--- src/hw/rtl/s2c_pkg.sv ---
// ----------------------------------------------------------------------------
// s2c_pkg - shared types and constants for the spherical to cartesian point
// CORDIC vector format, angle reduction and per-stage rotation step
// ----------------------------------------------------------------------------
package s2c_pkg;

	localparam int CORDIC_STAGES_DEF = 16;
	localparam int RANGE_BITS_DEF    = 16;
	localparam int ATAN_ENTRIES      = 24;
	localparam int ANGLE_W           = 16;
	localparam int META_W            = 16;
	localparam int VEC_W             = 32;
	localparam int FRAC_Q30          = 30;

	typedef logic signed [VEC_W-1:0] vec_t;
	typedef logic signed [VEC_W-1:0] ang_t;

	// x, y in Q2.30, z in Q3.28, flip set when the angle was moved by pi
	typedef struct packed {
		vec_t x;
		vec_t y;
		ang_t z;
		logic flip;
	} rot_t;

	localparam vec_t GAIN_Q30    = 32'sd652032874;
	localparam ang_t PI_Q28      = 32'sd843314857;
	localparam ang_t HALF_PI_Q28 = 32'sd421657428;
	localparam vec_t HALF_Q30    = 32'sd536870912;

	function automatic ang_t atan_q28(input logic [4:0] idx);
		ang_t a;
		case (idx)
			5'd0: a = 32'sd210828714;
			5'd1: a = 32'sd124459457;
			5'd2: a = 32'sd65760959;
			5'd3: a = 32'sd33381290;
			5'd4: a = 32'sd16755422;
			5'd5: a = 32'sd8385879;
			5'd6: a = 32'sd4193963;
			5'd7: a = 32'sd2097109;
			5'd8: a = 32'sd1048571;
			5'd9: a = 32'sd524287;
			5'd10: a = 32'sd262144;
			5'd11: a = 32'sd131072;
			5'd12: a = 32'sd65536;
			5'd13: a = 32'sd32768;
			5'd14: a = 32'sd16384;
			5'd15: a = 32'sd8192;
			5'd16: a = 32'sd4096;
			5'd17: a = 32'sd2048;
			5'd18: a = 32'sd1024;
			5'd19: a = 32'sd512;
			5'd20: a = 32'sd256;
			5'd21: a = 32'sd128;
			5'd22: a = 32'sd64;
			5'd23: a = 32'sd32;
			default: a = '0;
		endcase
		return a;
	endfunction

	// widen a Q3.13 angle to Q3.28 and fold it into +-pi/2
	function automatic rot_t angle_prep(input logic signed [ANGLE_W-1:0] a);
		rot_t o;
		ang_t z;
		z = ang_t'(a) <<< 15;
		o.x = GAIN_Q30;
		o.y = '0;
		if (z > HALF_PI_Q28) begin
			o.z = z - PI_Q28;
			o.flip = 1'b1;
		end else if (z < -HALF_PI_Q28) begin
			o.z = z + PI_Q28;
			o.flip = 1'b1;
		end else begin
			o.z = z;
			o.flip = 1'b0;
		end
		return o;
	endfunction

	// one rotation-mode micro-rotation
	function automatic rot_t cordic_step(input rot_t r, input int unsigned stage);
		rot_t o;
		vec_t dx;
		vec_t dy;
		ang_t a;
		dx = r.y >>> stage;
		dy = r.x >>> stage;
		a = atan_q28(5'(stage));
		o = r;
		if (!r.z[VEC_W-1]) begin
			o.x = r.x - dx;
			o.y = r.y + dy;
			o.z = r.z - a;
		end else begin
			o.x = r.x + dx;
			o.y = r.y - dy;
			o.z = r.z + a;
		end
		return o;
	endfunction

endpackage

--- src/hw/rtl/s2c_cordic_cell.sv ---
// ----------------------------------------------------------------------------
// s2c_cordic_cell - one CORDIC stage for elevation and azimuth
// rotates both vectors by one step and carries the side data along
// ----------------------------------------------------------------------------
module s2c_cordic_cell #(
	parameter int STAGE  = 0,
	parameter int SIDE_W = 48
) (
	input  logic                clk,
	input  logic                arst_n,
	input  logic                in_valid,
	output logic                in_ready,
	input  s2c_pkg::rot_t       in_el,
	input  s2c_pkg::rot_t       in_az,
	input  logic [SIDE_W-1:0]   in_side,
	output logic                out_valid,
	input  logic                out_ready,
	output s2c_pkg::rot_t       out_el,
	output s2c_pkg::rot_t       out_az,
	output logic [SIDE_W-1:0]   out_side
);
	import s2c_pkg::*;

	logic              valid_q;
	rot_t              el_q;
	rot_t              az_q;
	logic [SIDE_W-1:0] side_q;

	assign in_ready = !valid_q || out_ready;

	always_ff @(posedge clk or negedge arst_n) begin
		if (!arst_n) begin
			valid_q <= 1'b0;
		end else if (in_ready) begin
			valid_q <= in_valid;
		end
	end

	always_ff @(posedge clk) begin
		if (in_valid && in_ready) begin
			el_q   <= cordic_step(in_el, STAGE);
			az_q   <= cordic_step(in_az, STAGE);
			side_q <= in_side;
		end
	end

	assign out_valid = valid_q;
	assign out_el    = el_q;
	assign out_az    = az_q;
	assign out_side  = side_q;

endmodule

--- config.mk ---
export PLATFORM = sky130hd
export DESIGN_NAME = s2c_cordic_cell
export DESIGN_NICKNAME = d
export VERILOG_FILES = /design/src/hw/rtl/s2c_pkg.sv /design/src/hw/rtl/s2c_cordic_cell.sv
export SDC_FILE = /design/constraint.sdc
export NUM_CORES = 1
export LEC_CHECK = 0
export ABC_AREA = 1
export BUFFER_PORTS_ARGS = -buffer_cell sky130_fd_sc_hd__buf_2
export CAP_MARGIN = 20
export CORE_UTILIZATION = 41
export DETAILED_ROUTE_END_ITERATION = 12
export GPL_TIMING_DRIVEN = 0
export RECOVER_POWER = 100
export SETUP_SLACK_MARGIN = 0.3
export SLEW_MARGIN = 20
export SYNTH_ARGS = -nofsm -noshare
export SYNTH_HDL_FRONTEND = slang
export SYNTH_SLANG_ARGS = --single-unit
--- constraint.sdc ---
create_clock -name clk -period 14.9 [get_ports clk]
set_input_delay 0.745 -clock clk [delete_from_list [all_inputs] [get_ports clk]]
set_output_delay 0.745 -clock clk [all_outputs]
set_load 0.02 [all_outputs]
Word level (Yosys, flattened, before mapping)

Index checks and enable logic that the tools add are counted.

Bits in registers: 243
Input port bits: 246

Add/subtract/negate cells: 10
Multiplexer cells: 3
Reductions and logical operators: 3

Operators by type and width:

| operator           | number |
|---|---|
| 96-bit two-way mux | 2 |
| 32-bit subtractor  | 6 |
| 32-bit adder       | 4 |
| 32-bit two-way mux | 1 |
| 1-bit logical AND  | 1 |
| 1-bit zero test    | 1 |
| 1-bit logical OR   | 1 |

Logic depth before layout (Yosys ltp)

Word-level depth: 6
Depth in mapped cells: 17
Mapped depth without buffers: 16

Worst setup path before layout

Ideal clock, no wire load.

Path kind: input to register
Start: input port in_valid
End: register az_q (netlist bit out_az[0]) (enable)
Library setup time: 0.921 ns
Arrival time: 12.299 ns
Data required time: 13.979 ns
Setup slack: 1.680 ns
Stages on the path: 2
Cells stage by stage: inv_1 > a21oi_1

Longest elaborated chain between the ends: 1

Ends and longest elaborated chain:

| what                 | RTL line              | text |
|---|---|---|
| from (decl)          | s2c_cordic_cell.sv:11 | `input logic in_valid,` |
| 1-bit logical AND    | s2c_cordic_cell.sv:40 | `if (in_valid && in_ready) begin` |
| to (signal assigned) | s2c_cordic_cell.sv:42 | `az_q <= cordic_step(in_az, STAGE);` |
| to (decl)            | s2c_cordic_cell.sv:26 | `rot_t az_q;` |

No other way between the ends.
A chain may end at the register's enable or synchronous reset.

Worst setup path in the final report

Start: register valid_q, in the netlist out_valid
End: register el_q (netlist bit out_el[35]) (enable)

Longest elaborated chain between the ends: 3

Ends and longest elaborated chain:

| what                   | RTL line              | text |
|---|---|---|
| from (decl)            | s2c_cordic_cell.sv:24 | `logic valid_q;` |
| from (signal assigned) | s2c_cordic_cell.sv:35 | `valid_q <= in_valid;` |
| 1-bit zero test        | s2c_cordic_cell.sv:29 | `assign in_ready = !valid_q \|\| out_ready;` |
| 1-bit logical OR       | s2c_cordic_cell.sv:29 |  |
| 1-bit logical AND      | s2c_cordic_cell.sv:40 |  |
| to (signal assigned)   | s2c_cordic_cell.sv:41 | `el_q <= cordic_step(in_el, STAGE);` |
| to (decl)              | s2c_cordic_cell.sv:25 | `rot_t el_q;` |

No other way between the ends.

==> flow_results.xml <==
<?xml version="1.0" encoding="UTF-8"?>
<metrics>
  <group name="status">
    <metric name="result_of_the_run" unit="">finished, violations left</metric>
    <metric name="violations" unit="">capacitance limit, slew limit</metric>
  </group>
  <group name="place">
    <metric name="post_dp_area" unit="µm²">29600</metric>
    <metric name="portbufs" unit="">489</metric>
    <metric name="routabilityCongestion" unit="">0.989</metric>
    <metric name="dp.final_hpwl" unit="µm">80400</metric>
    <metric name="detailedPlace.worstSlack" unit="ps">10580</metric>
  </group>
  <group name="synth">
    <metric name="synthFlopType" unit="">sky130_fd_sc_hd__edfxtp_1</metric>
    <metric name="synth_async_sr_flop_share" unit="%">0.415</metric>
    <metric name="synth_top_family_by_area" unit="">simple AND/OR/NAND/NOR gates</metric>
    <metric name="syn_inst" unit="">3994</metric>
    <metric name="synth-edff-count" unit="">240</metric>
    <metric name="synthSimpleGateAreaFrac" unit="%">35.1</metric>
    <metric name="synth_area_leaders" unit="">sky130_fd_sc_hd__edfxtp_1 (28%), sky130_fd_sc_hd__nand2_1 (21%), sky130_fd_sc_hd__ha_1 (12%)</metric>
    <metric name="synth.lib_cells_used.distinct" unit="">42</metric>
    <metric name="synth_seq_cells" unit="">241</metric>
    <metric name="yosysWarnings" unit="">0</metric>
    <metric name="netlist_area" unit="µm²">25800</metric>
    <metric name="synth_seq_area_share" unit="%">28.1</metric>
    <metric name="synth_area_per_cell" unit="µm²">6.45</metric>
    <metric name="yosys-mux-area-fraction" unit="%">0</metric>
    <metric name="yosys.area.top_type" unit="">sky130_fd_sc_hd__edfxtp_1</metric>
    <metric name="synth_top_area_share" unit="%">28.0</metric>
    <metric name="yosys.area_share.adder" unit="%">12.6</metric>
    <metric name="synth_xor_xnor_area_share" unit="%">3.16</metric>
    <metric name="syn_nets" unit="">4494</metric>
    <metric name="synth_area_in_compound_gates" unit="%">8.62</metric>
    <metric name="synth.top_cells.by_count" unit="">sky130_fd_sc_hd__nand2_1 (1412), sky130_fd_sc_hd__inv_1 (718), sky130_fd_sc_hd__nand3_1 (338)</metric>
    <metric name="yosysMostFrequentCell" unit="">sky130_fd_sc_hd__nand2_1</metric>
  </group>
  <group name="finish">
    <metric name="design_area" unit="µm²">30000</metric>
    <metric name="fillerInstances" unit="">6821</metric>
    <metric name="finalNetCount" unit="">5028</metric>
    <metric name="layout-drive-gt1-share" unit="%">8.68</metric>
    <metric name="flow.area_growth_from_synthesis" unit="%">16.3</metric>
  </group>
  <group name="drt">
    <metric name="drt_pass1_iterations" unit="">5</metric>
    <metric name="wirelength" unit="µm">96100</metric>
    <metric name="dr.first_iter.drc_count" unit="">1981</metric>
    <metric name="dr_total_vias" unit="">27100</metric>
    <metric name="remaining_drc_errors" unit="">0</metric>
    <metric name="ant_nets" unit="">0</metric>
    <metric name="route.detailed.wl_per_inst" unit="µm">17.8</metric>
    <metric name="vias_per_cell" unit="">5.02</metric>
  </group>
  <group name="pwr">
    <metric name="power.ir.vdd_worst" unit="V">0.0000717</metric>
    <metric name="cellLeakagePower" unit="nW">15.8</metric>
    <metric name="power_density" unit="nW/µm²">85.9</metric>
  </group>
  <group name="hold_path">
    <metric name="hold_path.class" unit="">input port to flop</metric>
  </group>
  <group name="worst_setup_path">
    <metric name="worstSetupStartpointType" unit="">flop</metric>
    <metric name="critical_path.endpoint_type" unit="">flop</metric>
    <metric name="crit_path_max_fo" unit="">24</metric>
    <metric name="worst_ep_arrival_time" unit="ps">6300</metric>
    <metric name="path_class" unit="">flop to flop</metric>
    <metric name="timing.critical_path.required" unit="ps">15120</metric>
  </group>
  <group name="timing">
    <metric name="worst-slew-pin-transition" unit="ps">1830</metric>
    <metric name="unrepaired_setup_endpoints_after_global_routing" unit="">no</metric>
    <metric name="finalSetupViolCount" unit="">0</metric>
    <metric name="post-route-min-period" unit="ps">6080</metric>
    <metric name="final-max-slew-violation-count" unit="">50</metric>
    <metric name="max_freq" unit="MHz">164</metric>
    <metric name="tns" unit="ps">0</metric>
    <metric name="finalCritPeriodShare" unit="%">40.8</metric>
    <metric name="timing.final.hold_violations" unit="">0</metric>
    <metric name="max-slew-margin-rel" unit="%">-21.7</metric>
    <metric name="finalClockSkew" unit="ps">19.0</metric>
    <metric name="worst_slack" unit="ps">8820</metric>
  </group>
  <group name="die">
    <metric name="starting_density_of_the_core" unit="%">41.6</metric>
    <metric name="die_outline_area" unit="µm²">63900</metric>
    <metric name="chipHeight" unit="µm">253</metric>
    <metric name="rows" unit="">91</metric>
    <metric name="placeableCoreArea" unit="µm²">61900</metric>
    <metric name="top_level_ports" unit="">490</metric>
    <metric name="die-width" unit="µm">253</metric>
  </group>
  <group name="flow_run">
    <metric name="max_cap_violations" unit="">2</metric>
  </group>
  <group name="grt">
    <metric name="grt_use_total" unit="%">29.0</metric>
    <metric name="grt_pass1_wl" unit="µm">142000</metric>
    <metric name="grt_start_max_net_pins" unit="">26</metric>
    <metric name="grt_antenna_before_repair" unit="">22</metric>
    <metric name="grt_pass1_vias" unit="">25500</metric>
    <metric name="global_route.overflow_total" unit="">0</metric>
  </group>
  <group name="clock_tree">
    <metric name="cts_tree" unit="">yes</metric>
    <metric name="numClockSinks" unit="">241</metric>
    <metric name="clock-root-buffer" unit="">sky130_fd_sc_hd__clkbuf_16</metric>
    <metric name="clk_latency_worst_skew_pair" unit="ps">620</metric>
    <metric name="cts-resized-gates" unit="">0</metric>
    <metric name="cts-root-to-sink-buffers" unit="">3</metric>
    <metric name="cts_bufs_inserted" unit="">30</metric>
    <metric name="htree_num_levels" unit="">1</metric>
    <metric name="clkTransAtPathRegs" unit="ps">60</metric>
  </group>
</metrics>
[flip-flops by register name, summed over array words and instances (netlist names)]
signal and cells:
out_az 96, out_valid 1, out_el 96, out_side 48
[where the power goes]
group | leakage, nW | total [mW] | switching [mW] | internal (mW)
logic | 13.1 | 0.996 | 0.705 | 0.291
clock network | 0.459 | 0.722 | 0.317 | 0.405
registers | 2.30 | 0.855 | 0.0163 | 0.839
total | 15.8 | 2.57 | 1.04 | 1.54
[per-stage QoR]
step / total power [mW] / cells / utilization [%] / hold slack [ps]
after floorplan: 1.54 / 3994 / - / 449
after global placement: 1.89 / 5320 / 47.3 / 506
after detailed placement: 1.88 / 5332 / 47.8 / 521
after CTS: 2.62 / 5386 / 49.3 / 249
after global routing: 2.73 / 5392 / 48.3 / 260
final: 2.57 / 5402 / 48.4 / 294
[worst paths after layout]
path                       slack [ps]                  start                     to  cells past startpoint
setup reg to reg                 8820  out_valid$_DFFE_PN0N_   out_el[35]$_DFFE_PP_                      6
hold / removal                    290             in_side[8]  out_side[8]$_DFFE_PP_                      1
setup / recovery                 8820  out_valid$_DFFE_PN0N_   out_el[35]$_DFFE_PP_                      6
min in group asynchronous         430                 arst_n  out_valid$_DFFE_PN0N_                      2
hold reg to reg                   530  out_valid$_DFFE_PN0N_  out_valid$_DFFE_PN0N_                      2
max in group asynchronous       14390                 arst_n  out_valid$_DFFE_PN0N_                      2
[cell usage in the layout, fill, tap and decap left out, types with 6 or more instances in the layout]
master,instances
sky130_fd_sc_hd__a21oi_1,222
sky130_fd_sc_hd__nor2_2,11
sky130_fd_sc_hd__o21a_1,16
sky130_fd_sc_hd__a21o_1,6
sky130_fd_sc_hd__nand3_1,338
sky130_fd_sc_hd__o21bai_1,22
sky130_fd_sc_hd__nand2_2,20
sky130_fd_sc_hd__xnor2_1,8
sky130_fd_sc_hd__xor2_1,85
sky130_fd_sc_hd__nand3b_1,12
sky130_fd_sc_hd__inv_1,718
sky130_fd_sc_hd__clkbuf_16,30
sky130_fd_sc_hd__ha_1,246
sky130_fd_sc_hd__inv_2,12
sky130_fd_sc_hd__a31oi_1,8
sky130_fd_sc_hd__diode_2,16
sky130_fd_sc_hd__nor3_1,31
sky130_fd_sc_hd__nor2_1,273
sky130_fd_sc_hd__clkinv_1,6
sky130_fd_sc_hd__clkbuf_1,293
sky130_fd_sc_hd__edfxtp_1,240
sky130_fd_sc_hd__buf_2,259
sky130_fd_sc_hd__fa_1,8
sky130_fd_sc_hd__o22ai_1,8
sky130_fd_sc_hd__o21ai_0,122
sky130_fd_sc_hd__buf_4,33
sky130_fd_sc_hd__nand2_1,1416
sky130_fd_sc_hd__nand4_1,51
[worst max-delay path: stages (launching register included)]
cell,delay (ps)
sky130_fd_sc_hd__dfrtp_1,390
sky130_fd_sc_hd__a21oi_1,930
sky130_fd_sc_hd__clkbuf_1,550
sky130_fd_sc_hd__clkbuf_1,880
sky130_fd_sc_hd__clkbuf_1,870
sky130_fd_sc_hd__clkbuf_1,960
sky130_fd_sc_hd__clkbuf_1,1040
[final cells by class]
cell class | instances | area [µm²] | area share, %
Antenna cell | 16 | 40.0 | 0.134
Buffer | 84 | 474 | 1.58
Clock buffer | 33 | 762 | 2.54
Clock inverter | 20 | 199 | 0.664
Inverter | 731 | 2740 | 9.16
Multi-Input combinational cell | 2938 | 15300 | 51.0
Sequential cell | 241 | 7230 | 24.1
Tap cell | 837 | 1050 | 3.49
Timing Repair Buffer | 502 | 2190 | 7.30
[cells by family after synthesis]
| family | count (synthesis) |
|---|---|
| AO/OA/AOI/OAI | 412 |
| AND/OR/NAND/NOR | 2179 |
| flip-flops | 241 |
| adder cells (fa/ha/maj) | 254 |
| XOR/XNOR | 93 |
| buffers and inverters | 815 |
[timing repair]
item / in CTS / in global routing
hold buffers: 1 / 0
setup buffers: 0 / 0
endpoints found under the hold margin: 1 / 0
[metal layers]
metal / global-route usage (%) / vias up / wire length (µm)
li1: - / 13700 / -
met1: 35.1 / 12200 / 39000
met2: 50.8 / 958 / 46000
met3: 3.69 / 225 / 6580
met4: 13.5 / 2 / 4500
met5: 0 / - / 16
(Power assumes the default switching activity.)
